===== src/rtl/ultrasonic_range_supervisor_core_defines.svh =====
`ifndef ULTRASONIC_RANGE_SUPERVISOR_CORE_DEFINES_SVH
`define ULTRASONIC_RANGE_SUPERVISOR_CORE_DEFINES_SVH

// Same-cycle implication, sampled on the rising clock, off during reset.
`define URS_ASSERT_NOW(label, clk, rst_n, ante, cons) \
    label: assert property (@(posedge clk) disable iff (!rst_n) (ante) |-> (cons)) \
        else $error("urs assertion failed");

// Next-cycle implication, sampled on the rising clock, off during reset.
`define URS_ASSERT_NEXT(label, clk, rst_n, ante, cons) \
    label: assert property (@(posedge clk) disable iff (!rst_n) (ante) |=> (cons)) \
        else $error("urs assertion failed");

`endif


===== src/rtl/urs_pkg.sv =====
`timescale 1ns / 1ps
`default_nettype none

package urs_pkg;

    localparam int ECHO_W   = 15;
    localparam int SPEED_W  = 16;
    localparam int DIST_W   = 10;
    localparam int COUNT_W  = 8;
    localparam int ADDR_W   = 2;
    localparam int DATA_W   = 16;
    localparam int PROD_W   = ECHO_W + SPEED_W;
    // Q0.16 product, then halved: drop 17 bits
    localparam int RAW_W    = PROD_W - 17;

    localparam logic [ECHO_W-1:0]  ECHO_TIMEOUT_US = ECHO_W'(30000);
    localparam logic [DIST_W-1:0]  DIST_SAT        = '1;
    localparam logic [COUNT_W-1:0] COUNT_SAT       = '1;

    // Configuration register indexes
    localparam logic [ADDR_W-1:0] REG_SOUND_SPEED = 2'd0;
    localparam logic [ADDR_W-1:0] REG_MAX_DIST    = 2'd1;
    localparam logic [ADDR_W-1:0] REG_THRESHOLD   = 2'd2;
    localparam logic [ADDR_W-1:0] REG_FAIL_LIMIT  = 2'd3;

    typedef struct packed {
        logic [SPEED_W-1:0] sound_speed_q16;
        logic [DIST_W-1:0]  max_distance_cm;
        logic [DIST_W-1:0]  change_threshold_cm;
        logic [COUNT_W-1:0] fail_limit;
    } cfg_t;

    typedef struct packed {
        logic [DIST_W-1:0]  distance_cm;
        logic               reading_valid;
        logic               space_free;
        logic               new_data;
        logic               sensor_disabled;
        logic [COUNT_W-1:0] fail_count;
    } res_t;

endpackage

`default_nettype wire


===== src/rtl/urs_echo_if.sv =====
`timescale 1ns / 1ps
`default_nettype none

interface urs_echo_if;
    import urs_pkg::*;

    logic              valid;
    logic              ready;
    logic [ECHO_W-1:0] echo_us;

    modport source (output valid, output echo_us, input ready);
    modport sink (input valid, input echo_us, output ready);
endinterface

`default_nettype wire


===== src/rtl/urs_result_if.sv =====
`timescale 1ns / 1ps
`default_nettype none

interface urs_result_if;
    import urs_pkg::*;

    logic               valid;
    logic               ready;
    logic [DIST_W-1:0]  distance_cm;
    logic               reading_valid;
    logic               space_free;
    logic               new_data;
    logic               sensor_disabled;
    logic [COUNT_W-1:0] fail_count;

    modport source (
        output valid, output distance_cm, output reading_valid, output space_free,
        output new_data, output sensor_disabled, output fail_count, input ready
    );
    modport sink (
        input valid, input distance_cm, input reading_valid, input space_free,
        input new_data, input sensor_disabled, input fail_count, output ready
    );
endinterface

`default_nettype wire


===== src/rtl/urs_cfg_if.sv =====
`timescale 1ns / 1ps
`default_nettype none

interface urs_cfg_if;
    import urs_pkg::*;

    logic              valid;
    logic              ready;
    logic [ADDR_W-1:0] addr;
    logic [DATA_W-1:0] data;

    modport source (output valid, output addr, output data, input ready);
    modport sink (input valid, input addr, input data, output ready);
endinterface

`default_nettype wire


===== src/rtl/urs_cfg_regs.sv =====
`timescale 1ns / 1ps
`default_nettype none

module urs_cfg_regs (
    input  wire logic     clk,
    input  wire logic     rst_n,
    urs_cfg_if.sink       cfg,
    output urs_pkg::cfg_t cfg_q
);
    import urs_pkg::*;

    cfg_t cfg_reg;
    cfg_t cfg_next;

    assign cfg.ready = 1'b1;
    assign cfg_q     = cfg_reg;

    always_comb
    begin
        cfg_next = cfg_reg;
        if (cfg.valid)
        begin
            unique case (cfg.addr)
                REG_SOUND_SPEED: cfg_next.sound_speed_q16     = cfg.data;
                REG_MAX_DIST:    cfg_next.max_distance_cm     = cfg.data[DIST_W-1:0];
                REG_THRESHOLD:   cfg_next.change_threshold_cm = cfg.data[DIST_W-1:0];
                REG_FAIL_LIMIT:  cfg_next.fail_limit          = cfg.data[COUNT_W-1:0];
                default:         cfg_next = cfg_reg;
            endcase
        end
    end

    always_ff @(posedge clk or negedge rst_n)
    begin
        if (!rst_n)
        begin
            cfg_reg.sound_speed_q16     <= SPEED_W'(2228);
            cfg_reg.max_distance_cm     <= DIST_W'(400);
            cfg_reg.change_threshold_cm <= DIST_W'(10);
            cfg_reg.fail_limit          <= COUNT_W'(5);
        end
        else
        begin
            cfg_reg <= cfg_next;
        end
    end
endmodule

`default_nettype wire


===== src/rtl/urs_scale.sv =====
`timescale 1ns / 1ps
`default_nettype none

module urs_scale (
    input  wire logic                      clk,
    input  wire logic                      load,
    input  wire logic [urs_pkg::ECHO_W-1:0]  echo_us,
    input  wire logic [urs_pkg::SPEED_W-1:0] sound_speed_q16,
    output logic      [urs_pkg::RAW_W-1:0]   raw_cm
);
    import urs_pkg::*;

    logic [ECHO_W-1:0] echo_clip;
    logic [PROD_W-1:0] prod;
    logic [RAW_W-1:0]  raw_reg;
    logic [RAW_W-1:0]  raw_next;

    // Echo past the timeout counts as no echo at all
    assign echo_clip = (echo_us > ECHO_TIMEOUT_US) ? '0 : echo_us;
    assign prod      = PROD_W'(echo_clip) * PROD_W'(sound_speed_q16);
    // Drop the Q0.16 fraction and halve for the round trip
    assign raw_next  = prod[PROD_W-1:17];
    assign raw_cm    = raw_reg;

    always_ff @(posedge clk)
    begin
        if (load)
        begin
            raw_reg <= raw_next;
        end
    end
endmodule

`default_nettype wire


===== src/rtl/urs_track.sv =====
`timescale 1ns / 1ps
`default_nettype none

module urs_track (
    input  wire logic                    clk,
    input  wire logic                    rst_n,
    input  wire logic                    take,
    input  wire logic [urs_pkg::RAW_W-1:0] raw_cm,
    input  wire urs_pkg::cfg_t           cfg_q,
    output urs_pkg::res_t                res_q
);
    import urs_pkg::*;

    logic [COUNT_W-1:0] fail_reg,      fail_next;
    logic [DIST_W-1:0]  max_reg,       max_next;
    logic [DIST_W-1:0]  cur_reg,       cur_next;
    logic [DIST_W-1:0]  rep_reg,       rep_next;
    logic               free_reg,      free_next;
    logic               rep_free_reg,  rep_free_next;
    logic               disabled_reg,  disabled_next;
    res_t               res_reg,       res_next;

    logic               valid;
    logic [DIST_W-1:0]  sat_cm;
    logic [DIST_W-1:0]  max_upd;
    logic               free_upd;
    logic [DIST_W-1:0]  diff;
    logic               report;
    logic [COUNT_W-1:0] fail_inc;

    assign valid    = (raw_cm != '0) &&
                      ({{(RAW_W-DIST_W-1){1'b0}}, cfg_q.max_distance_cm, 1'b0} >= raw_cm);
    assign sat_cm   = (raw_cm > RAW_W'(DIST_SAT)) ? DIST_SAT : raw_cm[DIST_W-1:0];
    assign max_upd  = (sat_cm > max_reg) ? sat_cm : max_reg;
    assign free_upd = ({1'b0, sat_cm} + {1'b0, cfg_q.change_threshold_cm}) >
                      {1'b0, max_upd};
    assign diff     = (sat_cm >= rep_reg) ? (sat_cm - rep_reg) : (rep_reg - sat_cm);
    assign report   = (diff >= cfg_q.change_threshold_cm) || (free_upd != rep_free_reg);
    assign fail_inc = (fail_reg == COUNT_SAT) ? fail_reg : fail_reg + COUNT_W'(1);

    always_comb
    begin
        fail_next     = fail_reg;
        max_next      = max_reg;
        cur_next      = cur_reg;
        rep_next      = rep_reg;
        free_next     = free_reg;
        rep_free_next = rep_free_reg;
        disabled_next = disabled_reg;
        res_next      = res_reg;
        if (take)
        begin
            if (!disabled_reg && !valid)
            begin
                fail_next     = fail_inc;
                disabled_next = (fail_inc >= cfg_q.fail_limit);
            end
            else if (!disabled_reg)
            begin
                fail_next = '0;
                cur_next  = sat_cm;
                max_next  = max_upd;
                free_next = free_upd;
                if (report)
                begin
                    rep_next      = sat_cm;
                    rep_free_next = free_upd;
                end
            end
            res_next.distance_cm     = cur_next;
            res_next.reading_valid   = !disabled_reg && valid;
            res_next.space_free      = free_next;
            res_next.new_data        = !disabled_reg && valid && report;
            res_next.sensor_disabled = disabled_next;
            res_next.fail_count      = fail_next;
        end
    end

    always_ff @(posedge clk or negedge rst_n)
    begin
        if (!rst_n)
        begin
            fail_reg     <= '0;
            max_reg      <= '0;
            cur_reg      <= '0;
            rep_reg      <= '0;
            free_reg     <= 1'b0;
            rep_free_reg <= 1'b0;
            disabled_reg <= 1'b0;
        end
        else
        begin
            fail_reg     <= fail_next;
            max_reg      <= max_next;
            cur_reg      <= cur_next;
            rep_reg      <= rep_next;
            free_reg     <= free_next;
            rep_free_reg <= rep_free_next;
            disabled_reg <= disabled_next;
        end
    end

    always_ff @(posedge clk)
    begin
        res_reg <= res_next;
    end

    assign res_q = res_reg;

`include "ultrasonic_range_supervisor_core_defines.svh"

    `URS_ASSERT_NEXT(a_disable_sticks, clk, rst_n, disabled_reg, disabled_reg)
    `URS_ASSERT_NEXT(a_max_tracks_cur, clk, rst_n, 1'b1, max_reg >= cur_reg)
    `URS_ASSERT_NEXT(a_frozen_when_off, clk, rst_n, disabled_reg, $stable(cur_reg) && $stable(fail_reg))
endmodule

`default_nettype wire


===== src/rtl/ultrasonic_range_supervisor_core.sv =====
`timescale 1ns / 1ps
`default_nettype none

// Ultrasonic range supervisor. Each item on the sample channel is one echo
// pulse length in microseconds (anything above 30000 counts as a timeout);
// the block scales it by the programmed Q0.16 sound speed, halves it to get a
// one-way distance in centimetres, and checks it against zero and twice the
// nominal range. Each sample item yields exactly one result item carrying the
// held distance, the validity of this reading, the free-space decision, the
// new-data flag, the disabled flag and the consecutive-failure count. Once the
// failure count reaches fail_limit the sensor stays disabled until reset.
// Throughput is one item per clock while the result side is ready; a result
// goes valid once its sample has passed three registers: the input register,
// the product register behind the single 15x16 multiplier, and the result
// register behind the state update. The state update is a single registered
// step, so items may follow back to back.
// A full result register stalls the pipe; the sample channel keeps taking
// items until every stage holds one. Configuration writes are taken every
// cycle and must only be issued while no item is in flight.

module ultrasonic_range_supervisor_core (
    input  wire logic     clk,
    input  wire logic     rst_n,
    urs_echo_if.sink      sample,
    urs_result_if.source  result,
    urs_cfg_if.sink       cfg
);
    import urs_pkg::*;

    cfg_t              cfg_q;
    res_t              res_q;

    logic              in_v_reg,   in_v_next;
    logic [ECHO_W-1:0] echo_reg;
    logic              raw_v_reg,  raw_v_next;
    logic              out_v_reg,  out_v_next;

    logic              adv_out;    // raw stage moves into result register
    logic              adv_raw;    // input stage moves into raw stage
    logic              take_in;    // sample item accepted
    logic [RAW_W-1:0]  raw_cm;

    // Advance each stage when the one after it is empty or also moving
    assign adv_out      = raw_v_reg && (!out_v_reg || result.ready);
    assign adv_raw      = in_v_reg && (!raw_v_reg || adv_out);
    assign sample.ready = !in_v_reg || adv_raw;
    assign take_in      = sample.valid && sample.ready;

    always_comb
    begin
        in_v_next  = take_in  || (in_v_reg  && !adv_raw);
        raw_v_next = adv_raw  || (raw_v_reg && !adv_out);
        out_v_next = adv_out  || (out_v_reg && !result.ready);
    end

    always_ff @(posedge clk or negedge rst_n)
    begin
        if (!rst_n)
        begin
            in_v_reg  <= 1'b0;
            raw_v_reg <= 1'b0;
            out_v_reg <= 1'b0;
        end
        else
        begin
            in_v_reg  <= in_v_next;
            raw_v_reg <= raw_v_next;
            out_v_reg <= out_v_next;
        end
    end

    // Hold the echo until the multiplier stage takes it
    always_ff @(posedge clk)
    begin
        if (take_in)
        begin
            echo_reg <= sample.echo_us;
        end
    end

    urs_cfg_regs u_cfg (
        .clk   (clk),
        .rst_n (rst_n),
        .cfg   (cfg),
        .cfg_q (cfg_q)
    );

    urs_scale u_scale (
        .clk             (clk),
        .load            (adv_raw),
        .echo_us         (echo_reg),
        .sound_speed_q16 (cfg_q.sound_speed_q16),
        .raw_cm          (raw_cm)
    );

    urs_track u_track (
        .clk    (clk),
        .rst_n  (rst_n),
        .take   (adv_out),
        .raw_cm (raw_cm),
        .cfg_q  (cfg_q),
        .res_q  (res_q)
    );

    // Drive the result channel straight from the result register
    assign result.valid           = out_v_reg;
    assign result.distance_cm     = res_q.distance_cm;
    assign result.reading_valid   = res_q.reading_valid;
    assign result.space_free      = res_q.space_free;
    assign result.new_data        = res_q.new_data;
    assign result.sensor_disabled = res_q.sensor_disabled;
    assign result.fail_count      = res_q.fail_count;

`include "ultrasonic_range_supervisor_core_defines.svh"

    `URS_ASSERT_NOW(a_valid_clears_fail, clk, rst_n, out_v_reg && res_q.reading_valid, res_q.fail_count == '0)
    `URS_ASSERT_NOW(a_report_needs_valid, clk, rst_n, out_v_reg && res_q.new_data, res_q.reading_valid)
    `URS_ASSERT_NOW(a_off_means_invalid, clk, rst_n, out_v_reg && res_q.sensor_disabled, !res_q.reading_valid)
endmodule

`default_nettype wire


===== src/flat_wrapper.sv =====
// flat-port wrapper written by rule: the top's interface ports become plain ports
module ultrasonic_range_supervisor_core_flat import urs_pkg::*;
  (clk, rst_n, sample_valid, sample_echo_us, sample_ready, result_valid, result_distance_cm, result_reading_valid, result_space_free, result_new_data, result_sensor_disabled, result_fail_count, result_ready, cfg_valid, cfg_addr, cfg_data, cfg_ready);
  urs_echo_if sample_i ();
  urs_result_if result_i ();
  urs_cfg_if cfg_i ();
  input  wire logic clk;
  input  wire logic rst_n;
  input wire logic [$bits(sample_i.valid)-1:0] sample_valid;
  input wire logic [$bits(sample_i.echo_us)-1:0] sample_echo_us;
  output wire logic [$bits(sample_i.ready)-1:0] sample_ready;
  output wire logic [$bits(result_i.valid)-1:0] result_valid;
  output wire logic [$bits(result_i.distance_cm)-1:0] result_distance_cm;
  output wire logic [$bits(result_i.reading_valid)-1:0] result_reading_valid;
  output wire logic [$bits(result_i.space_free)-1:0] result_space_free;
  output wire logic [$bits(result_i.new_data)-1:0] result_new_data;
  output wire logic [$bits(result_i.sensor_disabled)-1:0] result_sensor_disabled;
  output wire logic [$bits(result_i.fail_count)-1:0] result_fail_count;
  input wire logic [$bits(result_i.ready)-1:0] result_ready;
  input wire logic [$bits(cfg_i.valid)-1:0] cfg_valid;
  input wire logic [$bits(cfg_i.addr)-1:0] cfg_addr;
  input wire logic [$bits(cfg_i.data)-1:0] cfg_data;
  output wire logic [$bits(cfg_i.ready)-1:0] cfg_ready;
  assign sample_i.valid = sample_valid;
  assign sample_i.echo_us = sample_echo_us;
  assign sample_ready = sample_i.ready;
  assign result_valid = result_i.valid;
  assign result_distance_cm = result_i.distance_cm;
  assign result_reading_valid = result_i.reading_valid;
  assign result_space_free = result_i.space_free;
  assign result_new_data = result_i.new_data;
  assign result_sensor_disabled = result_i.sensor_disabled;
  assign result_fail_count = result_i.fail_count;
  assign result_i.ready = result_ready;
  assign cfg_i.valid = cfg_valid;
  assign cfg_i.addr = cfg_addr;
  assign cfg_i.data = cfg_data;
  assign cfg_ready = cfg_i.ready;
  ultrasonic_range_supervisor_core u_core (.clk(clk), .rst_n(rst_n), .sample(sample_i), .result(result_i), .cfg(cfg_i));
endmodule

===== config.mk =====
export PLATFORM = sky130hd
export DESIGN_NAME = ultrasonic_range_supervisor_core_flat
export DESIGN_NICKNAME = d
export VERILOG_FILES = /design/src/rtl/urs_pkg.sv /design/src/rtl/urs_echo_if.sv /design/src/rtl/urs_result_if.sv /design/src/rtl/urs_cfg_if.sv /design/src/rtl/urs_cfg_regs.sv /design/src/rtl/urs_scale.sv /design/src/rtl/urs_track.sv /design/src/rtl/ultrasonic_range_supervisor_core.sv /design/src/flat_wrapper.sv
export VERILOG_INCLUDE_DIRS = /design/src /design/src/rtl
export SDC_FILE = /design/constraint.sdc
export NUM_CORES = 1
export LEC_CHECK = 0
export ABC_AREA = 1
export BUFFER_PORTS_ARGS = -buffer_cell sky130_fd_sc_hd__buf_2
export CORE_MARGIN = 2
export CORE_UTILIZATION = 50
export CTS_CLUSTER_DIAMETER = 60
export CTS_CLUSTER_SIZE = 8
export DETAILED_ROUTE_END_ITERATION = 6
export GPL_ROUTABILITY_DRIVEN = 0
export GPL_TIMING_DRIVEN = 1
export PLACE_DENSITY = 0.74
export SYNTH_ARGS = -nofsm -noshare
export SYNTH_HDL_FRONTEND = slang
export SYNTH_HIERARCHICAL = 1
export SYNTH_SLANG_ARGS = --single-unit
export TNS_END_PERCENT = 20

===== constraint.sdc =====
create_clock -name clk -period 11.2 [get_ports clk]
set_clock_uncertainty 0.15 [all_clocks]
set_input_delay 1.12 -clock clk [delete_from_list [all_inputs] [get_ports clk]]
set_output_delay 1.12 -clock clk [all_outputs]
set_load 0.01 [all_outputs]

* Word level (Yosys, flattened, before mapping) *
Index checks and enable logic that the tools add are counted.

operators by class
  add/subtract/negate cells = 4
  mux-type cells = 12
  eq/ne operators = 5
  $mul = 1
  bitwise gates (word level) = 2
  order comparisons = 8
  reductions and logical operators = 33

operator list
  operator                                              number
  two-way mux 10 bit                                    5
  multiplier 15 x 16 -> 31 bit                          1
  two-way mux 8 bit                                     3
  greater-or-equal comparator 10 bit                    2
  subtractor 10 bit                                     2
  > comparator 15 bit, second input constant            1
  two-way mux 15 bit                                    1
  greater-or-equal comparator 11 x 14 -> 1 bit          1
  > comparator 14 x 10 -> 1 bit, second input constant  1
  nonzero test 14 bit                                   1
  adder 10 x 10 -> 11 bit                               1
  > comparator 11 x 10 -> 1 bit                         1
  > comparator 10 bit                                   1
  logical AND 1 bit                                     10
  adder 8 x 1 -> 8 bit, second input constant           1
  equality test 8 bit, second input constant            1
  greater-or-equal comparator 8 bit                     1
  zero test 1 bit                                       8
  AND reduction 2 bit                                   4
  logical OR 1 bit                                      7
  equality test 2 bit, second input constant            2
  AND reduction 4 bit                                   1
  two-way mux 1 bit                                     3
  AND reduction 3 bit                                   1
  other kinds (4)                                       5

word-level totals
  bits of input ports = 38
  register bits = 139
  output and inout port bits = 25
  logic and storage cells = 87

* Logic depth before layout (Yosys ltp) *
  word-level depth = 8
  depth in mapped cells = 35

* Hierarchy *
The synthesis kept the hierarchy.

by module, submodules not included
  module                            sequential area each (um2)  cells an instance  area each (um2)  instances
  urs_scale                         420.4                       1,071              8,399.3          1
  urs_track                         1,686.6                     725                5,632.9          1
  urs_cfg_regs                      1,116.1                     198                1,918.1          1
  ultrasonic_range_supervisor_core  525.5                       33                 593.1            1

* Least setup slack after synthesis *
OpenSTA, ideal clock, no wires.

  kind = flip-flop to flip-flop
  start = register u_core.echo_reg[1]
  end = register u_core.u_scale.raw_reg[10] (netlist: u_core/u_scale/raw_cm[10]), data pin
  slack = 4.739 ns
  cell stages (with the launch flop) = 32
  buffers on the path = 1
  required time = 10.798 ns
  arrival = 6.058 ns
  cells stage by stage = edfxtp_1 > inv_1 > nand2_1 > nor2_2 > nand3_2 > nand3_4 > inv_2 > nor2_1 > inv_1 > buf_2 > nor2_1 > fa_1 > fa_1 > fa_1 > fa_1 > fa_1 > inv_1 > fa_1 > inv_1 > ha_1 > nand2_1 > nor2_1 > a21oi_1 > nor2_1 > o21ai_1 > nand2_1 > nand2_1 > nand2_1 > a21boi_0 > nand2_1 > nand2_1 > nand2_1

between the ends
  cells in the longest elaborated chain, start to end = 3

RTL lines
  what                               line                                    text
  from (decl)                        ultrasonic_range_supervisor_core.sv:34  logic [ECHO_W-1:0] echo_reg;
  from (signal assigned)             ultrasonic_range_supervisor_core.sv:77  echo_reg <= sample.echo_us;
  > comparator 15 bit                urs_scale.sv:19                         assign echo_clip = (echo_us > ECHO_TIMEOUT_US) ? '0 : echo_us;
  two-way mux 15 bit (*)             urs_scale.sv:19
  multiplier 15 x 16 -> 31 bit (*)   urs_scale.sv:20                         assign prod = PROD_W'(echo_clip) * PROD_W'(sound_speed_q16);
  named net u_core.u_scale.prod[27]  urs_scale.sv:14                         logic [PROD_W-1:0] prod;
  to (signal assigned)               urs_scale.sv:29                         raw_reg <= raw_next;
  to (decl)                          urs_scale.sv:15                         logic [RAW_W-1:0] raw_reg;

Mark *: on every way through the listed nets, which the timed path passes. The rest lies on a longest branch.
A chain may end at the register's enable or synchronous reset.

* Worst setup path in the final report *
Ends and elaborated chain as after synthesis.

==> results.py <==
metrics = {
    "run_status": {
        "status": "complete, no violations",
    },
    "timing": {
        "period_share_pct": 69.7,
        "setup_viol": 0,
        "fin_crit_ns": 7.81,
        "max_freq_mhz": 128,
        "finalHoldViolations": 0,
        "worst_slew_pin_slew_ns": 1.34,
        "fin_tns_setup_ns": 0,
        "max_slew_margin_pct": 10.6,
        "rsz0062_at_grt": "false",
        "slew_violations": 0,
    },
    "logic_synthesis": {
        "postSynthNetCount": 2418,
        "synth_warnings": 6,
        "yosys.area.top_type_share_pct": 22.0,
        "synth.most_common_cell": "nand2_1",
        "synth_area_leader_cell": "fa_1",
        "synthTopCellsByArea": "fa_1 (22%), ha_1 (13%), dfrtp_1 (11%)",
        "synth_common_cells": "nand2_1 (448), inv_1 (395), nor2_1 (220), fa_1 (182), ha_1 (171)",
        "synth-edff-count": 51,
        "syn_area_um2": 16500,
        "ys_ff_latch": 139,
        "ys_seq_area_share_pct": 22.7,
        "synth_cell_types": 55,
        "ys_async_sr_fraction_pct": 63.3,
        "avgSynthCellArea_um2": 8.16,
        "dominantRegCellSynth": "dfrtp_1",
        "syn_inst": 2027,
    },
    "drt": {
        "wl_per_cell_um": 17.3,
        "viasPerCell": 5.47,
        "routed_wl_um": 43600,
        "first_pass_iters": 7,
        "drc_errors": 0,
        "vias": 13800,
        "drt-initial-drc-count": 1154,
        "ant_nets": 0,
    },
    "placement": {
        "placed_cell_area_um2": 17100,
        "io_buffer_count": 61,
        "hpwlAfterDp_um": 34900,
        "dp_cells": 2484,
    },
    "setup_path": {
        "regToRegEndpoint": "u_core/u_scale/raw_cm[10]",
        "slowest_delay_ns": 1.02,
        "timing_worst_setup_path_type": "flop to flop",
        "path_max_fanout": 15,
        "crit_top_cell": "nand2_1",
        "rrSetupSlack_ns": 3.39,
        "cp_data_arrival_time_ns": 7.85,
        "reg2reg_depth": 30,
        "cp.required_ns": 11.24,
        "worst_path_max_delay_cell": "nor2_1",
        "cp-endpoint": "u_core/u_scale/raw_cm[10]",
        "crit_path_end_kind": "flop",
        "crit_start": "u_core/echo_reg[1]",
        "critPathLaunchType": "flop",
        "reg2reg_from": "u_core/echo_reg[1]",
    },
    "grt": {
        "overflow": 0,
        "antenna_found_initial": 1,
        "grt_use_total_pct": 26.9,
        "grt.busiest_layer": "met2",
        "first_global_vias": 14300,
        "gr-usage-met3_pct": 5.40,
        "met1_usage_pct": 33.4,
        "grt_max_degree": 65,
        "met2_usage_pct": 44.1,
        "grt_pass1_wl_um": 71800,
    },
    "finish": {
        "areaGrowthSynthToFinish_pct": 7.06,
        "final_area_um2": 17700,
        "drive_above_1_share_pct": 8.58,
        "final_util_pct": 54.4,
        "nFillCells": 2940,
        "largest_register_ffs": 44,
        "fin_cells": 2517,
        "finalNetCount": 2452,
    },
    "cts": {
        "cts_setup_buffers": 0,
        "clk_pin_slew_ns": 0.07,
        "clock-sinks": 139,
        "htreeDepth": 4,
        "cts.path.max_buffers": 2,
        "cts-root-buf": "clkbuf_16",
        "cts.hold.buffers_added": 0,
        "clk_latency_ns": 0.44,
        "cts-buffers-inserted": 17,
        "cts_resized": 0,
        "cts_tree": "yes",
    },
    "pwr": {
        "switching_share_pct": 54.6,
        "p_int_w": 0.00262,
        "seq_power_share_pct": 13.3,
        "total_power_w": 0.00577,
        "combinationalPowerShare_pct": 76.3,
        "vdd_ir_drop_max_mv": 0.390,
        "pwr_density_cell_nw_per_um2": 326,
        "power.switching_w": 0.00315,
        "p_leak_nw": 9.26,
        "clockPowerShare_pct": 10.4,
    },
    "die": {
        "die_h_um": 186,
        "die_width_um": 186,
        "core_area_um2": 32500,
        "start_util_pct": 50.8,
        "rows": 66,
        "pin_count": 63,
        "die_area_um2": 34600,
    },
    "min_path": {
        "hp-class": "flop to flop",
    },
    "flow_run": {
        "maxCapViolCount": 0,
    },
}
[power groups by stage]
stage / sequential, W / clock, W / combinational [W]
floorplan: 0.000743 / 0 / 0.00321
global placement: 0.000773 / 0 / 0.00424
detailed placement: 0.000774 / 0 / 0.00432
CTS: 0.000766 / 0.000610 / 0.00436
global route: 0.000775 / 0.000632 / 0.00504
finish: 0.000767 / 0.000600 / 0.00440
[area by class of cell]
cell class	instances	area (um^2)	share of cell area [%]
multi-input combinational	1427	10900	61.5
antenna	1	2.50	0.0141
inverter	412	1560	8.82
tap	442	553	3.12
sequential	139	3750	21.2
clock buffer	19	464	2.62
timing repair buffer	64	330	1.87
clock inverter	13	153	0.862
[placed cells by master (no fill, tap or decap), drive strengths merged, types with 4 or more instances in the layout]
| cell | netlist | routed |
|---|---|---|
| nor3 | 16 | 16 |
| edfxtp | 51 | 51 |
| a31oi | 5 | 5 |
| inv | 403 | 409 |
| nor4 | 6 | 6 |
| xor2 | 24 | 24 |
| dfrtp | 76 | 76 |
| nor2 | 235 | 235 |
| nand2 | 460 | 460 |
| ha | 171 | 171 |
| o21ai | 90 | 90 |
| a21o | 6 | 6 |
| buf | 36 | 64 |
| clkinv | 9 | 14 |
| nand4 | 44 | 44 |
| fa | 182 | 182 |
| a21boi | 6 | 6 |
| o211ai | 4 | 4 |
| dfstp | 12 | 12 |
| nand3 | 77 | 77 |
| xnor2 | 9 | 9 |
| a21oi | 73 | 73 |
| clkbuf | 13 | 19 |
[per-layer routing]
layer	vias to the layer above	wire (um)
li1	6379	-
met1	6567	17400
met2	659	20300
met3	161	3540
met4	0	2280
met5	-	0
[worst min path at each step]
stage                           start  slack, ns  depth (start not counted)                endpoint
2_1_floorplan  u_core/u_cfg/cfg_q[36]       0.29                          2  u_core/u_cfg/cfg_q[36]
5_1_grt         u_core/u_cfg/cfg_q[0]       0.33                          2   u_core/u_cfg/cfg_q[0]
4_1_cts         u_core/u_cfg/cfg_q[0]       0.32                          2   u_core/u_cfg/cfg_q[0]
3_5_place_dp    u_core/u_cfg/cfg_q[0]       0.31                          2   u_core/u_cfg/cfg_q[0]
3_3_place_gp    u_core/u_cfg/cfg_q[2]       0.31                          2   u_core/u_cfg/cfg_q[2]
6_report        u_core/u_cfg/cfg_q[0]       0.32                          2   u_core/u_cfg/cfg_q[0]
[critical path: cells and delay by family (launching register included)]
kind	cells	cell delay (ns)
fa+ha+maj	7	3.57
simple gates	13	2.15
compound gates	5	0.84
flops	1	0.45
buf+inv	5	0.39
[cells by family after synthesis]
logic type	synth area share, %
simple gates	21.9
xor+xnor	1.75
fa+ha+maj	35.0
buf+inv	11.5
flops	22.7
compound gates	7.15
other cells	0.0227
[per-stage QoR]
step           setup slack, ns  hold slack (ns)
3_3_place_gp              3.75            0.305
3_5_place_dp              3.58            0.312
5_1_grt                   2.95            0.333
6_report                  3.39            0.324
2_1_floorplan             4.74            0.290
4_1_cts                   3.56            0.324
No activity file was read; power rests on OpenSTA's default activity.
